File: config.mk
export PLATFORM = sky130hd
export DESIGN_NAME = utf8_to_utf16_transcoder_top
export DESIGN_NICKNAME = d
export VERILOG_FILES = /design/src/rtl/u8u16_pkg.sv /design/src/rtl/u8u16_front.sv /design/src/rtl/u8u16_fifo.sv /design/src/rtl/u8u16_back.sv /design/src/rtl/utf8_to_utf16_transcoder_top.sv
export SDC_FILE = /design/constraint.sdc
export NUM_CORES = 1
export LEC_CHECK = 0
export ABC_CLOCK_PERIOD_IN_PS = 3600
export BUFFER_PORTS_ARGS = -buffer_cell sky130_fd_sc_hd__buf_2
export CAP_MARGIN = 20
export CORE_UTILIZATION = 50
export DETAILED_ROUTE_END_ITERATION = 10
export PLACE_DENSITY = 0.72
export SYNTH_ARGS = -nofsm -noshare
export SYNTH_HDL_FRONTEND = slang
export SYNTH_SLANG_ARGS = --single-unit
File: constraint.sdc
create_clock -name aclk -period 3.6 [get_ports aclk]
set_input_delay 0 -clock aclk [delete_from_list [all_inputs] [get_ports aclk]]
set_output_delay 0 -clock aclk [all_outputs]
set_load 0.02 [all_outputs]
File: src/rtl/u8u16_pkg.sv
`timescale 1ns / 1ps
// ----------------------------------------------------------------------------
// u8u16_pkg
// Types and constants shared by the UTF-8 to UTF-16 transcoder modules.
// ----------------------------------------------------------------------------
package u8u16_pkg;

    localparam int BYTE_W  = 8;
    localparam int UNIT_W  = 16;
    localparam int KIND_W  = 3;
    localparam int POINT_W = 21;

    typedef enum logic [KIND_W-1:0] {
        ERR_NONE     = 3'd0,
        ERR_NULL     = 3'd1,
        ERR_TRUNC    = 3'd2,
        ERR_BAD_CONT = 3'd3,
        ERR_BAD_LEAD = 3'd4,
        ERR_OVER_MAX = 3'd5
    } err_kind_t;

    localparam logic [POINT_W-1:0] MAX_POINT = 21'h10FFFF;
    localparam logic [POINT_W-1:0] BMP_MAX   = 21'h00FFFF;
    localparam logic [5:0] HI_SURR_TAG = 6'b110110;  // 0xD800 >> 10
    localparam logic [5:0] LO_SURR_TAG = 6'b110111;  // 0xDC00 >> 10

    // One decoded event handed from the front to the back.
    typedef struct packed {
        err_kind_t          kind;
        logic [POINT_W-1:0] point;
        logic               eos;
    } entry_t;

    typedef struct packed {
        logic   valid;
        entry_t entry;
    } entry_bus_t;

endpackage

File: src/rtl/u8u16_front.sv
`timescale 1ns / 1ps
// ----------------------------------------------------------------------------
// u8u16_front
// Accepts UTF-8 bytes, gathers code points and classifies errors.
// ----------------------------------------------------------------------------
module u8u16_front (
    input  logic                              aclk,
    input  logic                              aresetn,
    input  logic                              in_accept,
    input  logic [u8u16_pkg::BYTE_W-1:0]      in_byte,
    input  logic                              in_eos,
    output u8u16_pkg::entry_bus_t             push
);
    import u8u16_pkg::*;

    logic [1:0]         pending_reg, pending_next;
    logic [POINT_W-1:0] partial_reg, partial_next;
    logic               discard_reg, discard_next;

    logic [POINT_W-1:0] shifted;
    logic [1:0]         pend_dec;
    logic               do_push;
    err_kind_t          kind;
    logic [POINT_W-1:0] point;

    assign shifted  = {partial_reg[POINT_W-7:0], in_byte[5:0]};
    assign pend_dec = pending_reg - 2'd1;

    always_comb begin
        pending_next = pending_reg;
        partial_next = partial_reg;
        discard_next = discard_reg;
        do_push      = 1'b0;
        kind         = ERR_NONE;
        point        = '0;
        if (in_accept) begin
            if (discard_reg) begin
                if (in_eos) begin
                    discard_next = 1'b0;
                    pending_next = 2'd0;
                    partial_next = '0;
                end
            end else if (in_byte == 8'h00) begin
                do_push = 1'b1;
                kind    = ERR_NULL;
            end else if (pending_reg == 2'd0) begin
                if (in_byte[7] == 1'b0) begin
                    do_push = 1'b1;
                    point   = {13'd0, in_byte};
                end else if (in_byte[7:5] == 3'b110 || in_byte[7:4] == 4'b1110 ||
                             in_byte[7:3] == 5'b11110) begin
                    if (in_eos) begin
                        do_push = 1'b1;
                        kind    = ERR_TRUNC;
                    end else if (in_byte[7:5] == 3'b110) begin
                        pending_next = 2'd1;
                        partial_next = {16'd0, in_byte[4:0]};
                    end else if (in_byte[7:4] == 4'b1110) begin
                        pending_next = 2'd2;
                        partial_next = {17'd0, in_byte[3:0]};
                    end else begin
                        pending_next = 2'd3;
                        partial_next = {18'd0, in_byte[2:0]};
                    end
                end else begin
                    do_push = 1'b1;
                    kind    = ERR_BAD_LEAD;
                end
            end else if (in_byte[7:6] != 2'b10) begin
                do_push = 1'b1;
                kind    = ERR_BAD_CONT;
            end else if (pend_dec != 2'd0) begin
                if (in_eos) begin
                    do_push = 1'b1;
                    kind    = ERR_TRUNC;
                end else begin
                    pending_next = pend_dec;
                    partial_next = shifted;
                end
            end else begin
                do_push = 1'b1;
                if (shifted > MAX_POINT) begin
                    kind = ERR_OVER_MAX;
                end else begin
                    point = shifted;
                end
            end

            if (do_push) begin
                pending_next = 2'd0;
                partial_next = '0;
                discard_next = (kind != ERR_NONE) && !in_eos;
            end
        end
    end

    assign push.valid       = do_push;
    assign push.entry.kind  = kind;
    assign push.entry.point = point;
    assign push.entry.eos   = in_eos;

    always_ff @(posedge aclk) begin
        if (!aresetn) begin
            pending_reg <= 2'd0;
            partial_reg <= '0;
            discard_reg <= 1'b0;
        end else begin
            pending_reg <= pending_next;
            partial_reg <= partial_next;
            discard_reg <= discard_next;
        end
    end

endmodule

File: src/rtl/u8u16_fifo.sv
`timescale 1ns / 1ps
// ----------------------------------------------------------------------------
// u8u16_fifo
// Short queue of decoded entries between the front and the back.
// ----------------------------------------------------------------------------
module u8u16_fifo #(
    parameter int DEPTH = 4
) (
    input  logic                   aclk,
    input  logic                   aresetn,
    input  u8u16_pkg::entry_bus_t  push,
    input  logic                   pop,
    output u8u16_pkg::entry_bus_t  head,
    output logic                   full
);
    import u8u16_pkg::*;

    localparam int PTR_W = (DEPTH > 1) ? $clog2(DEPTH) : 1;
    localparam int CNT_W = $clog2(DEPTH + 1);

    entry_t             mem [DEPTH];
    logic [PTR_W-1:0]   wr_ptr_reg, rd_ptr_reg;
    logic [CNT_W-1:0]   count_reg, count_next;
    logic               do_wr, do_rd;

    assign full  = (count_reg == CNT_W'(DEPTH));
    assign do_wr = push.valid && !full;
    assign do_rd = pop && (count_reg != '0);

    always_comb begin
        count_next = count_reg;
        if (do_wr && !do_rd) begin
            count_next = count_reg + 1'b1;
        end else if (do_rd && !do_wr) begin
            count_next = count_reg - 1'b1;
        end
    end

    always_ff @(posedge aclk) begin
        if (do_wr) begin
            mem[wr_ptr_reg] <= push.entry;
        end
    end

    always_ff @(posedge aclk) begin
        if (!aresetn) begin
            wr_ptr_reg <= '0;
            rd_ptr_reg <= '0;
            count_reg  <= '0;
        end else begin
            count_reg <= count_next;
            if (do_wr) begin
                wr_ptr_reg <= (wr_ptr_reg == PTR_W'(DEPTH - 1)) ? '0 : wr_ptr_reg + 1'b1;
            end
            if (do_rd) begin
                rd_ptr_reg <= (rd_ptr_reg == PTR_W'(DEPTH - 1)) ? '0 : rd_ptr_reg + 1'b1;
            end
        end
    end

    assign head.valid = (count_reg != '0);
    assign head.entry = mem[rd_ptr_reg];

endmodule

File: src/rtl/u8u16_back.sv
`timescale 1ns / 1ps
// ----------------------------------------------------------------------------
// u8u16_back
// Turns queued entries into UTF-16 words, splitting surrogate pairs.
// ----------------------------------------------------------------------------
module u8u16_back (
    input  logic                            aclk,
    input  logic                            aresetn,
    input  u8u16_pkg::entry_bus_t           head,
    output logic                            pop,
    output logic                            m_tvalid,
    input  logic                            m_tready,
    output logic [u8u16_pkg::UNIT_W-1:0]    m_tdata,
    output logic                            m_tlast,
    output logic [3:0]                      m_tuser
);
    import u8u16_pkg::*;

    logic               valid_reg, valid_next;
    logic               low_half_reg, low_half_next;
    logic [UNIT_W-1:0]  unit_reg, unit_next;
    err_kind_t          kind_reg, kind_next;
    logic               last_reg, last_next;
    logic               done_reg, done_next;

    logic               out_free;
    logic [19:0]        offset;
    logic               is_pair;

    assign out_free = !valid_reg || m_tready;
    assign offset   = 20'(head.entry.point - 21'h010000);
    assign is_pair  = (head.entry.kind == ERR_NONE) && (head.entry.point > BMP_MAX);

    always_comb begin
        valid_next    = valid_reg && !m_tready;
        low_half_next = low_half_reg;
        unit_next     = unit_reg;
        kind_next     = kind_reg;
        last_next     = last_reg;
        done_next     = done_reg;
        pop           = 1'b0;
        if (out_free && head.valid) begin
            valid_next = 1'b1;
            kind_next  = head.entry.kind;
            if (is_pair && !low_half_reg) begin
                // High surrogate first; the entry stays queued for the low half.
                unit_next     = {HI_SURR_TAG, offset[19:10]};
                last_next     = 1'b0;
                done_next     = 1'b0;
                low_half_next = 1'b1;
            end else begin
                if (is_pair) begin
                    unit_next = {LO_SURR_TAG, offset[9:0]};
                end else if (head.entry.kind == ERR_NONE) begin
                    unit_next = head.entry.point[UNIT_W-1:0];
                end else begin
                    unit_next = '0;
                end
                last_next     = 1'b1;
                done_next     = head.entry.eos;
                low_half_next = 1'b0;
                pop           = 1'b1;
            end
        end
    end

    always_ff @(posedge aclk) begin
        if (!aresetn) begin
            valid_reg    <= 1'b0;
            low_half_reg <= 1'b0;
        end else begin
            valid_reg    <= valid_next;
            low_half_reg <= low_half_next;
        end
    end

    always_ff @(posedge aclk) begin
        unit_reg <= unit_next;
        kind_reg <= kind_next;
        last_reg <= last_next;
        done_reg <= done_next;
    end

    assign m_tvalid = valid_reg;
    assign m_tdata  = unit_reg;
    assign m_tlast  = last_reg;
    assign m_tuser  = {done_reg, kind_reg};

endmodule

File: src/rtl/utf8_to_utf16_transcoder_top.sv
`timescale 1ns / 1ps
// ----------------------------------------------------------------------------
// utf8_to_utf16_transcoder_top
// Streaming UTF-8 to UTF-16 transcoder with error reporting per string.
// ----------------------------------------------------------------------------
//  Channel | Dir | tdata              | tlast          | tuser
//  s_      | in  | [7:0] byte_value   | end_of_string  | -
//  m_      | out | [15:0] code_unit   | last_of_run    | [2:0] error_kind, [3] string_done
//
//  One byte is accepted per cycle while the entry queue has room.
//  A result is loaded into the output register from the queue head once that
//  register is free; a surrogate pair yields two output words from one entry.
//  Reset (aresetn low, synchronous) clears the decoder state, the queue
//  pointers and count, and the output valid flag.
//  s_tready falls only when the queue of FIFO_DEPTH entries is full, which
//  happens when m_tready is held low.
// ----------------------------------------------------------------------------
module utf8_to_utf16_transcoder_top #(
    parameter int FIFO_DEPTH = 4
) (
    input  logic        aclk,
    input  logic        aresetn,
    input  logic        s_tvalid,
    output logic        s_tready,
    input  logic [7:0]  s_tdata,    // [7:0] byte_value
    input  logic        s_tlast,
    output logic        m_tvalid,
    input  logic        m_tready,
    output logic [15:0] m_tdata,    // [15:0] code_unit
    output logic        m_tlast,
    output logic [3:0]  m_tuser     // [2:0] error_kind, [3] string_done
);
    import u8u16_pkg::*;

    entry_bus_t push;
    entry_bus_t head;
    logic       full;
    logic       pop;
    logic       in_accept;

    assign s_tready  = !full;
    assign in_accept = s_tvalid && s_tready;

    u8u16_front u_front (
        .aclk      (aclk),
        .aresetn   (aresetn),
        .in_accept (in_accept),
        .in_byte   (s_tdata),
        .in_eos    (s_tlast),
        .push      (push)
    );

    u8u16_fifo #(
        .DEPTH (FIFO_DEPTH)
    ) u_fifo (
        .aclk    (aclk),
        .aresetn (aresetn),
        .push    (push),
        .pop     (pop),
        .head    (head),
        .full    (full)
    );

    u8u16_back u_back (
        .aclk     (aclk),
        .aresetn  (aresetn),
        .head     (head),
        .pop      (pop),
        .m_tvalid (m_tvalid),
        .m_tready (m_tready),
        .m_tdata  (m_tdata),
        .m_tlast  (m_tlast),
        .m_tuser  (m_tuser)
    );

endmodule

==> results of run 1 <==
## cells in the final DEF (no fill, tap or decap), types with 2 or more instances in the layout
cell	netlist	layout
and3_1	19	19
nand4_1	6	6
clkbuf_16	0	17
nor3_1	4	4
dfxtp_1	29	28
mux4_1	12	12
xnor2_1	2	2
mux4_2	13	13
nor2b_1	14	14
ha_1	8	8
a21o_1	2	2
nand2b_1	3	3
inv_6	0	2
clkinv_4	0	4
and2_1	14	14
nand3_1	11	11
a22oi_1	10	10
buf_2	4	35
a21boi_0	8	8
bufinv_16	0	3
clkinv_1	1	2
buf_4	1	11
nor4_1	2	2
inv_1	12	12
or3_1	5	5
edfxtp_1	121	121
o21ai_0	14	14
buf_12	1	3
dlygate4sd3_1	0	8
nor2_1	18	18
a21oi_1	16	16
or4_1	3	3
a311oi_1	2	2
mux2i_1	6	6
nand2_1	24	24
clkinvlp_4	0	4
## stage by stage
stage / hold WS [ns] / util / worst slack [ns] / power, uW / instance area [sq um]
3_3_place_gp: 0.284 / 0.550 / 0.228 / 3860 / 6690
3_5_place_dp: 0.287 / 0.550 / 0.0899 / 3910 / 6690
5_1_grt: 0.106 / 0.610 / 0.0174 / 5970 / 7420
2_1_floorplan: 0.0989 / - / 0.330 / 3480 / 6330
6_report: 0.0811 / 0.610 / 0.182 / 5720 / 7420
4_1_cts: 0.0755 / 0.606 / 0.0165 / 5710 / 7370
## area by class of cell
type | count | share of cell area
Clock buffer | 18 | 0.0579
Inverter | 13 | 0.00658
Tap cell | 168 | 0.0283
Multi-Input combinational cell | 233 | 0.261
Sequential cell | 150 | 0.568
Clock inverter | 14 | 0.0238
Timing Repair Buffer | 57 | 0.0536
## path summary, 6_finish.rpt
check | to
max | u_fifo.count_reg[2]
min | u_front.partial_reg[3]
max reg2reg | u_fifo.count_reg[2]
min reg2reg | u_back.m_tvalid
## timing repair
item,CTS,global route
hold buffers,8,0
gates resized for setup,0,1
setup buffers,0,4
endpoints found under the setup margin,0,1
endpoints found under the hold margin,19,0
## routing by layer
| layer | wire [um] | share of wire |
|---|---|---|
| met5 | 0 | 0 |
| met3 | 733 | 0.058 |
| met1 | 5580 | 0.44 |
| met2 | 6160 | 0.49 |
| met4 | 191 | 0.015 |
## power by group through the flow
stage	registers (uW)	clock network [uW]	logic, uW
final	2310	1790	1610
after global routing	2330	1890	1750
after CTS	2310	1820	1580
after detailed placement	2350	0	1560
after global placement	2330	0	1530
after floorplan	2470	0	1020
## cell families (layout without fill, tap and decap cells)
kind of cell	Yosys count	count (layout)	share of synthesized area
flip-flops	150	150	0.665
AND/OR/NAND/NOR	126	126	0.108
AO/OA/AOI/OAI	63	63	0.0670
buffers and inverters	35	102	0.0286
multiplexers	32	32	0.108
adder cells (fa/ha/maj)	9	9	0.0190
XOR/XNOR	3	3	0.00415
## cell usage after synthesis, drive strengths merged, types with 2 or more instances
library cell,number
mux4,25
dfxtp,29
nor2,19
nor3,4
buf,9
nor2b,14
xnor2,2
and2,14
nand2b,3
a22oi,10
or3,5
nand4,6
a311oi,2
a21o,2
nand3,11
ha,8
and3,19
nand2,24
nor4,3
clkbuf,13
a21boi,9
edfxtp,121
o21ai,14
or4,3
mux2i,6
a21oi,17
inv,12
==> results.py, run 1 <==
metrics = {
    "layout": {
        "multi_input_area_sq_um": 1940,
        "antenna_cells": 0,
        "syn_to_final_growth_pct": 17.1,
        "n_fill_cell": 891,
        "nets": 494,
        "drive_above_1_share": 0.206,
        "ff_latch_area_sq_um": 4220,
        "fin_cells": 653,
        "largest_reg_flops": 100,
    },
    "floorplan": {
        "die_h_um": 115,
        "core_area_sq_um": 12200,
        "die_area_sq_um": 13100,
        "fp.dieW_um": 115,
        "rows": 40,
        "start_util": 0.521,
        "boundaryPins": 36,
    },
    "synthesis": {
        "syn_area_per_cell_sq_um": 15.2,
        "syn_area_sq_um": 6330,
        "ys.flop_type": "edfxtp_1",
        "synth_cell_type_count": 50,
        "ys_warn_count": 0,
        "yosysTopAreaCell": "edfxtp_1",
        "synth-edff-count": 121,
        "synthTopCellsByArea": "edfxtp_1 57%, dfxtp_1 9.2%, mux4_1 5.0%",
        "synth_top_area_share": 0.574,
        "seq_area_frac_synth": 0.665,
        "ys_ff_latch": 150,
        "async_flop_share": 0,
        "synth_fp_nets": 440,
        "syn_inst": 418,
    },
    "setup_path": {
        "r2r_setup_slack_ns": 0.18,
        "path_cells": "buf_12 > mux4_2 > inv_1 > ha_1 > nand2b_1 > or3_1 > mux2_4 > a21oi_4 > inv_1 > ha_1 > inv_1 > fa_1 > xor2_1 > or3_1 > a21boi_0",
        "path_buf_inv": 4,
        "cp-end-kind": "flop",
        "worstSetupPathType": "flop to flop",
        "arrival_ns": 3.76,
        "crit_family": "multiplexers",
        "start_kind": "flop",
        "cp_slowest_cell": "mux4_2",
        "ff2ff_path_depth": 15,
        "cp_max_fo": 6,
        "required_ns": 3.94,
        "cpMostUsedCell": "inv_1",
        "crit_path_max_incr_delay_ns": 0.50,
        "cp.depth": 15,
    },
    "global_routing": {
        "grtUsageMet2": 0.339,
        "grt-busiest-layer": "met2",
        "grt_max_degree": 30,
        "track_usage": 0.210,
        "grt_pass1_vias": 3671,
        "grt_antenna_before_repair": 0,
        "gr-total-overflow": 0,
        "use_met3": 0.0598,
        "grt_first_pass_wirelength_mm": 19.8,
        "use_met1": 0.274,
    },
    "sta": {
        "slew_violations": 0,
        "worstMarginPinSlew_ns": 0.902,
        "finalSetupViolCount": 0,
        "fin_crit_sh": 0.950,
        "setup_tns_ns": 0,
        "fin_crit_ns": 3.42,
        "hold_viol_final": 0,
        "fmax_ghz": 0.293,
        "relSlewSlack": 0.393,
        "skew_ns": 0.0105,
        "rsz0062_at_grt": "no",
    },
    "detailed_routing": {
        "post_drt_wl_per_cell_um": 19.4,
        "vias": 3724,
        "viasPerCell": 5.70,
        "ant_nets": 0,
        "dr.pass1.iters": 5,
        "drt-initial-drc-count": 331,
        "drc": 0,
        "wirelength_mm": 12.7,
    },
    "cts": {
        "cts_buffer_depth": 2,
        "cts-root-buf": "clkbuf_16",
        "cts.sinks": 150,
        "cts.clk_slew.worst_paths_ns": 0.06,
        "cts_tree": "done",
        "clk_latency_ns": 0.42,
        "cts_max_level": 4,
        "numCtsBuffers": 17,
    },
    "power": {
        "internal_power_uw": 3970,
        "p_seq_frac": 0.404,
        "swShare": 0.305,
        "leakagePower_uw": 0.00265,
        "clkPwrFrac": 0.314,
        "comb_power_share": 0.282,
        "p_per_area_nw_per_um2": 771,
        "switchingPower_uw": 1750,
        "peakVddDrop_v": 0.000346,
    },
    "placement": {
        "dp_cells": 609,
        "numPortBuffers": 35,
        "gp_congestion": 0.828,
        "hpwl_mm": 8.50,
    },
    "outcome": {
        "status": "finished clean",
    },
    "worst_hold_path": {
        "min_path_type": "input pin to flop",
        "hold_depth": 2,
        "hold_start": "aresetn",
    },
    "job": {
        "maxCapViolations": 0,
    },
}
Note: power is estimated with default switching activity, not from simulation.
==> inputs of run 2 (changes only) <==
==> constraint.sdc (replaced) <==
create_clock -name aclk -period 3.6 [get_ports aclk]
set_input_delay 0.72 -clock aclk [delete_from_list [all_inputs] [get_ports aclk]]
set_output_delay 0.72 -clock aclk [all_outputs]
set_load 0.02 [all_outputs]
==> run 2 against run 1 <==
  * Sequential power barely moved
  * Register-to-register slack got worse by 0.06 ns
  * Clock skew fell by 0.0039 ns
  * Clock power fell by 3%
  * Die area did not move
  * Core utilization fell by 0.67 points
  * Sequential share of layout area rose by 0.63 points
  * Count of clock-buffer cells in the layout did not move
  * Via count fell by 1.7%
  * Power barely moved
  * Combinational power rose by 3%
  * Critical path type unchanged
==> results.py, run 2 (synthesis results as in run 1) <==
metrics = {
    "floorplan": {
        "boundaryPins": 36,
        "die_area_sq_um": 13100,
        "core_area_sq_um": 12200,
        "rows": 40,
        "fp.dieW_um": 115,
        "die_h_um": 115,
        "start_util": 0.521,
    },
    "job": {
        "maxCapViolations": 0,
    },
    "sta": {
        "worstMarginPinSlew_ns": 0.946,
        "hold_viol_final": 0,
        "finalSetupViolCount": 0,
        "slew_violations": 0,
        "skew_ns": 0.00657,
        "relSlewSlack": 0.364,
        "fmax_ghz": 0.288,
        "fin_crit_ns": 3.48,
        "fin_crit_sh": 0.965,
    },
    "power": {
        "leakagePower_uw": 0.00262,
        "peakVddDrop_v": 0.000339,
        "p_per_area_nw_per_um2": 779,
        "total_power_uw": 5720,
    },
    "setup_path": {
        "cp_max_fo": 9,
        "required_ns": 3.95,
        "arrival_ns": 3.82,
        "start_kind": "flop",
        "cp-end-kind": "flop",
        "worstSetupPathType": "flop to flop",
    },
    "cts": {
        "cts-root-buf": "clkbuf_16",
        "cts.clk_slew.worst_paths_ns": 0.06,
        "cts_tree": "done",
        "cts_buffer_depth": 2,
        "numCtsBuffers": 17,
        "cts.sinks": 150,
        "cts_max_level": 4,
        "ctsHoldBuffers": 0,
        "clk_latency_ns": 0.42,
    },
    "detailed_routing": {
        "drt-initial-drc-count": 265,
        "viasPerCell": 5.68,
        "dr.pass1.iters": 5,
        "ant_nets": 0,
        "wirelength_mm": 12.4,
        "drc": 0,
        "post_drt_wl_per_cell_um": 19.2,
        "vias": 3661,
    },
    "layout": {
        "syn_to_final_growth_pct": 15.8,
        "nets": 486,
        "fin_area_sq_um": 7340,
        "largest_reg_flops": 100,
        "multi_input_area_sq_um": 1940,
        "layout_commonest_cell": "edfxtp_1",
        "drive_above_1_share": 0.206,
        "n_fill_cell": 922,
        "fin_cells": 644,
        "ff_latch_area_sq_um": 4220,
        "antenna_cells": 0,
        "final_cell_mix": "121 x edfxtp_1, 35 x buf_2, 28 x dfxtp_1, 24 x nand2_1, 19 x and3_1",
    },
    "placement": {
        "dp_cells": 608,
        "placed_cell_area_sq_um": 6680,
        "gp_congestion": 0.905,
        "numPortBuffers": 35,
        "hpwl_mm": 8.04,
    },
    "global_routing": {
        "grt_max_degree": 30,
        "grt_first_pass_wirelength_mm": 19.2,
        "gr-total-overflow": 0,
        "grt_antenna_before_repair": 0,
        "grt_pass1_vias": 3658,
        "track_usage": 0.205,
    },
    "worst_hold_path": {
        "min_path_type": "flop to flop",
    },
    "outcome": {
        "status": "finished clean",
    },
}
-- run 2: cell types whose count changed in the layout (fill, tap and decap cells not counted), sizes merged --
| cell | before | now |
|---|---|---|
| clkinv | 6 | 8 |
| clkbuf | 18 | 19 |
| inv | 14 | 13 |
| buf | 49 | 48 |
| dlygate4sd3 | 8 | 0 |
| clkinvlp | 4 | 2 |
-- run 2: worst paths after layout --
kind	to	start	slack (ns)	depth (start not counted)
setup reg to reg	u_fifo.count_reg[2]	flop	0.12	14
hold / removal	u_back.m_tvalid	u_back.m_tvalid	0.48	2
setup / recovery	u_fifo.count_reg[2]	flop	0.12	14
hold reg to reg	u_back.m_tvalid	u_back.m_tvalid	0.48	2
-- run 2: metrics by stage --
stage / worst slack [ns] / TNS, ns / hold slack (ns) / util
floorplan: 0.330 / 0 / 0.449 / -
global placement: 0.271 / 0 / 0.470 / 0.549
detailed placement: 0.0151 / 0 / 0.474 / 0.549
CTS: 0.0225 / 0 / 0.482 / 0.598
global route: -0.00648 / -0.00648 / 0.515 / 0.603
finish: 0.124 / 0 / 0.476 / 0.603
-- run 2: final cells by class --
type | instances | area share
tap | 168 | 0.0287
inverter | 13 | 0.00665
multi-input combinational | 233 | 0.264
clock buffer | 18 | 0.0585
sequential | 150 | 0.575
timing repair buffer | 49 | 0.0457
clock inverter | 13 | 0.0215
-- run 2: timing repair --
action / CTS / global route
resized for setup: 0 / 2
setup buffers: 0 / 4
setup endpoints to repair: 0 / 1
-- run 2: power by group --
group          total, uW  switching [uW]  leakage (uW)  internal [uW]
Clock               1740             661      0.000281           1080
Combinational       1660             969      0.000989            695
Sequential          2310             100       0.00135           2210
-- run 2: worst max-delay path, cell delays in order, from the launching register on --
cell,delay (ns)
dfxtp_2,0.36
buf_12,0.14
buf_12,0.14
mux4_1,0.41
nand4_1,0.18
nor4_4,0.48
mux2_4,0.26
a21oi_4,0.07
inv_1,0.07
ha_1,0.19
inv_1,0.07
fa_1,0.38
xor2_1,0.17
or3_1,0.31
a21boi_1,0.16
-- run 2: per-layer routing --
metal  up-vias  track usage  wire [um]
met5         -            0          0
li1       1716            -          -
met4         0       0.0900        292
met2       125        0.324       5880
met3        25       0.0630        620
met1      1795        0.262       5600
==> inputs of run 3 (changes only) <==
--- a/config.mk
+++ b/config.mk
@@ -8,9 +8,9 @@
 export ABC_CLOCK_PERIOD_IN_PS = 3600
 export BUFFER_PORTS_ARGS = -buffer_cell sky130_fd_sc_hd__buf_2
 export CAP_MARGIN = 20
-export CORE_UTILIZATION = 50
+export CORE_UTILIZATION = 40
 export DETAILED_ROUTE_END_ITERATION = 10
-export PLACE_DENSITY = 0.72
+export PLACE_DENSITY = 0.61
 export SYNTH_ARGS = -nofsm -noshare
 export SYNTH_HDL_FRONTEND = slang
 export SYNTH_SLANG_ARGS = --single-unit
==> run 3 against run 2 <==
  * Cell area decreased by 0.22%
  * Register-to-register slack improved by 0.02 ns
  * Via count decreased by 0.98%
  * Non-clock buffer count increased by 2
  * Sequential cell count unchanged
  * Die area increased by 25%
  * First-iteration DRC count increased by 8.7%
  * Combinational power about the same
  * Core utilization decreased by 13 points
  * Critical path type unchanged
  * Largest cell class unchanged
  * Largest power group unchanged
  * Highest routed layer unchanged
==> results.py, run 3 (synthesis results as in run 1) <==
metrics = {
    "floorplan": {
        "die_h_um": 128,
        "start_util": 0.414,
        "fp.dieW_um": 128,
        "boundaryPins": 36,
        "die_area_sq_um": 16300,
        "rows": 45,
        "core_area_sq_um": 15300,
    },
    "sta": {
        "skew_ns": 0.00745,
        "relSlewSlack": 0.317,
        "fin_crit_ns": 3.46,
        "timing.final.ws_setup_ns": 0.145,
        "rsz0062_at_grt": "no",
        "hold_viol_final": 0,
        "fin_crit_sh": 0.960,
        "hold_slack_ns": 0.488,
        "worstMarginPinSlew_ns": 1.01,
        "slew_violations": 0,
        "fmax_ghz": 0.289,
        "finalSetupViolCount": 0,
        "setup_tns_ns": 0,
    },
    "detailed_routing": {
        "drt-initial-drc-count": 288,
        "viasPerCell": 5.27,
        "post_drt_wl_per_cell_um": 18.0,
        "vias": 3625,
        "dr.pass1.iters": 5,
        "wirelength_mm": 12.4,
        "ant_nets": 0,
        "drc": 0,
    },
    "cts": {
        "cts.sinks": 150,
        "numCtsBuffers": 17,
        "cts_max_level": 4,
        "cts-root-buf": "clkbuf_16",
        "cts_tree": "done",
        "ctsHoldBuffers": 0,
        "cts_buffer_depth": 2,
        "clk_latency_ns": 0.41,
        "cts.clk_slew.worst_paths_ns": 0.06,
    },
    "placement": {
        "numPortBuffers": 35,
        "dp_slack_ns": 0.0762,
        "hpwl_mm": 8.27,
        "gp_congestion": 0.844,
    },
    "layout": {
        "layout_commonest_cell": "edfxtp_1",
        "antenna_cells": 0,
        "nets": 488,
        "largest_reg_flops": 100,
        "drive_above_1_share": 0.205,
        "final_cell_mix": "121 x edfxtp_1, 35 x buf_2, 28 x dfxtp_1, 24 x nand2_1, 19 x and3_1",
        "utilization": 0.478,
        "syn_to_final_growth_pct": 15.5,
    },
    "setup_path": {
        "cp_max_fo": 9,
        "cp-end-kind": "flop",
        "worstSetupPathType": "flop to flop",
        "required_ns": 3.94,
        "start_kind": "flop",
        "arrival_ns": 3.79,
    },
    "power": {
        "swShare": 0.308,
        "switchingPower_uw": 1700,
        "comb_power_share": 0.299,
        "p_seq_frac": 0.417,
        "internal_power_uw": 3820,
        "peakVddDrop_v": 0.000385,
        "leakagePower_uw": 0.00260,
        "p_per_area_nw_per_um2": 754,
        "clkPwrFrac": 0.283,
    },
    "global_routing": {
        "grt_pass1_vias": 3700,
        "track_usage": 0.169,
        "gr-total-overflow": 0,
        "grt_max_degree": 30,
        "grt_antenna_before_repair": 1,
        "grt_first_pass_wirelength_mm": 20.0,
    },
    "worst_hold_path": {
        "min_path_type": "flop to flop",
    },
    "job": {
        "maxCapViolations": 0,
    },
    "outcome": {
        "status": "finished clean",
    },
}
-- run 3: changes by cell type in the layout (fill, tap and decap cells not counted), sizes merged --
| cell | change |
|---|---|
| buf | +3 |
| bufinv | -2 |
| clkbuf | -1 |
| clkinv | +2 |
| inv | -1 |
-- run 3: repair_timing --
action / in CTS / in global routing
buffers inserted: 0 / 5
endpoints found under the setup margin: 0 / 1
resized for setup: 0 / 1
-- run 3: path summary, 6_finish.rpt --
path | startpoint | to | cells after the start | slack, ns
max | flop | u_fifo.count_reg[2] | 14 | 0.14
min | u_front.partial_reg[2] | u_front.partial_reg[2] | 2 | 0.49
max reg2reg | flop | u_fifo.count_reg[2] | 14 | 0.14
min reg2reg | u_front.partial_reg[2] | u_front.partial_reg[2] | 2 | 0.49
-- run 3: cell type report --
class                   instances  area, sq um
fillers                      1381         8000
clock buffers                  18          429
flip-flops and latches        150         4220
multi-input cells             233         1940
inverters                      13         48.8
well taps                     211          264
repair buffers                 51          333
clock inverters                12         90.1
-- run 3: worst max-delay path, cell delays in order, from the launching register on --
cell	delay [ns]
dfxtp_2	0.33
buf_12	0.13
buf_12	0.14
mux4_1	0.42
nand4_1	0.20
nor4_4	0.46
mux2_4	0.25
a21oi_4	0.07
inv_1	0.07
ha_1	0.19
inv_1	0.06
fa_1	0.38
xor2_1	0.18
or3_1	0.30
a21boi_0	0.17
-- run 3: per-stage QoR --
stage          instance area [sq um]  power [uW]  std cells
2_1_floorplan                   6330        3480        418
3_3_place_gp                    6750        3890        653
6_report                        7320        5520        688
5_1_grt                         7320        5790        688
3_5_place_dp                    6750        3940        653
4_1_cts                         7270        5500        683
-- run 3: per-layer routing --
layer	vias to the layer above	GRT usage	wire length (um)
li1	1712	-	-
met1	1806	0.222	5650
met2	91	0.265	5880
met3	16	0.0430	676
met4	0	0.0734	198
met5	-	0	0
-- run 3: power by group through the flow --
stage | Combinational [uW] | Sequential, uW | Clock (uW)
global route | 1800 | 2330 | 1670
detailed placement | 1600 | 2340 | 0
global placement | 1570 | 2330 | 0
floorplan | 1020 | 2470 | 0
finish | 1650 | 2300 | 1560
CTS | 1600 | 2310 | 1590
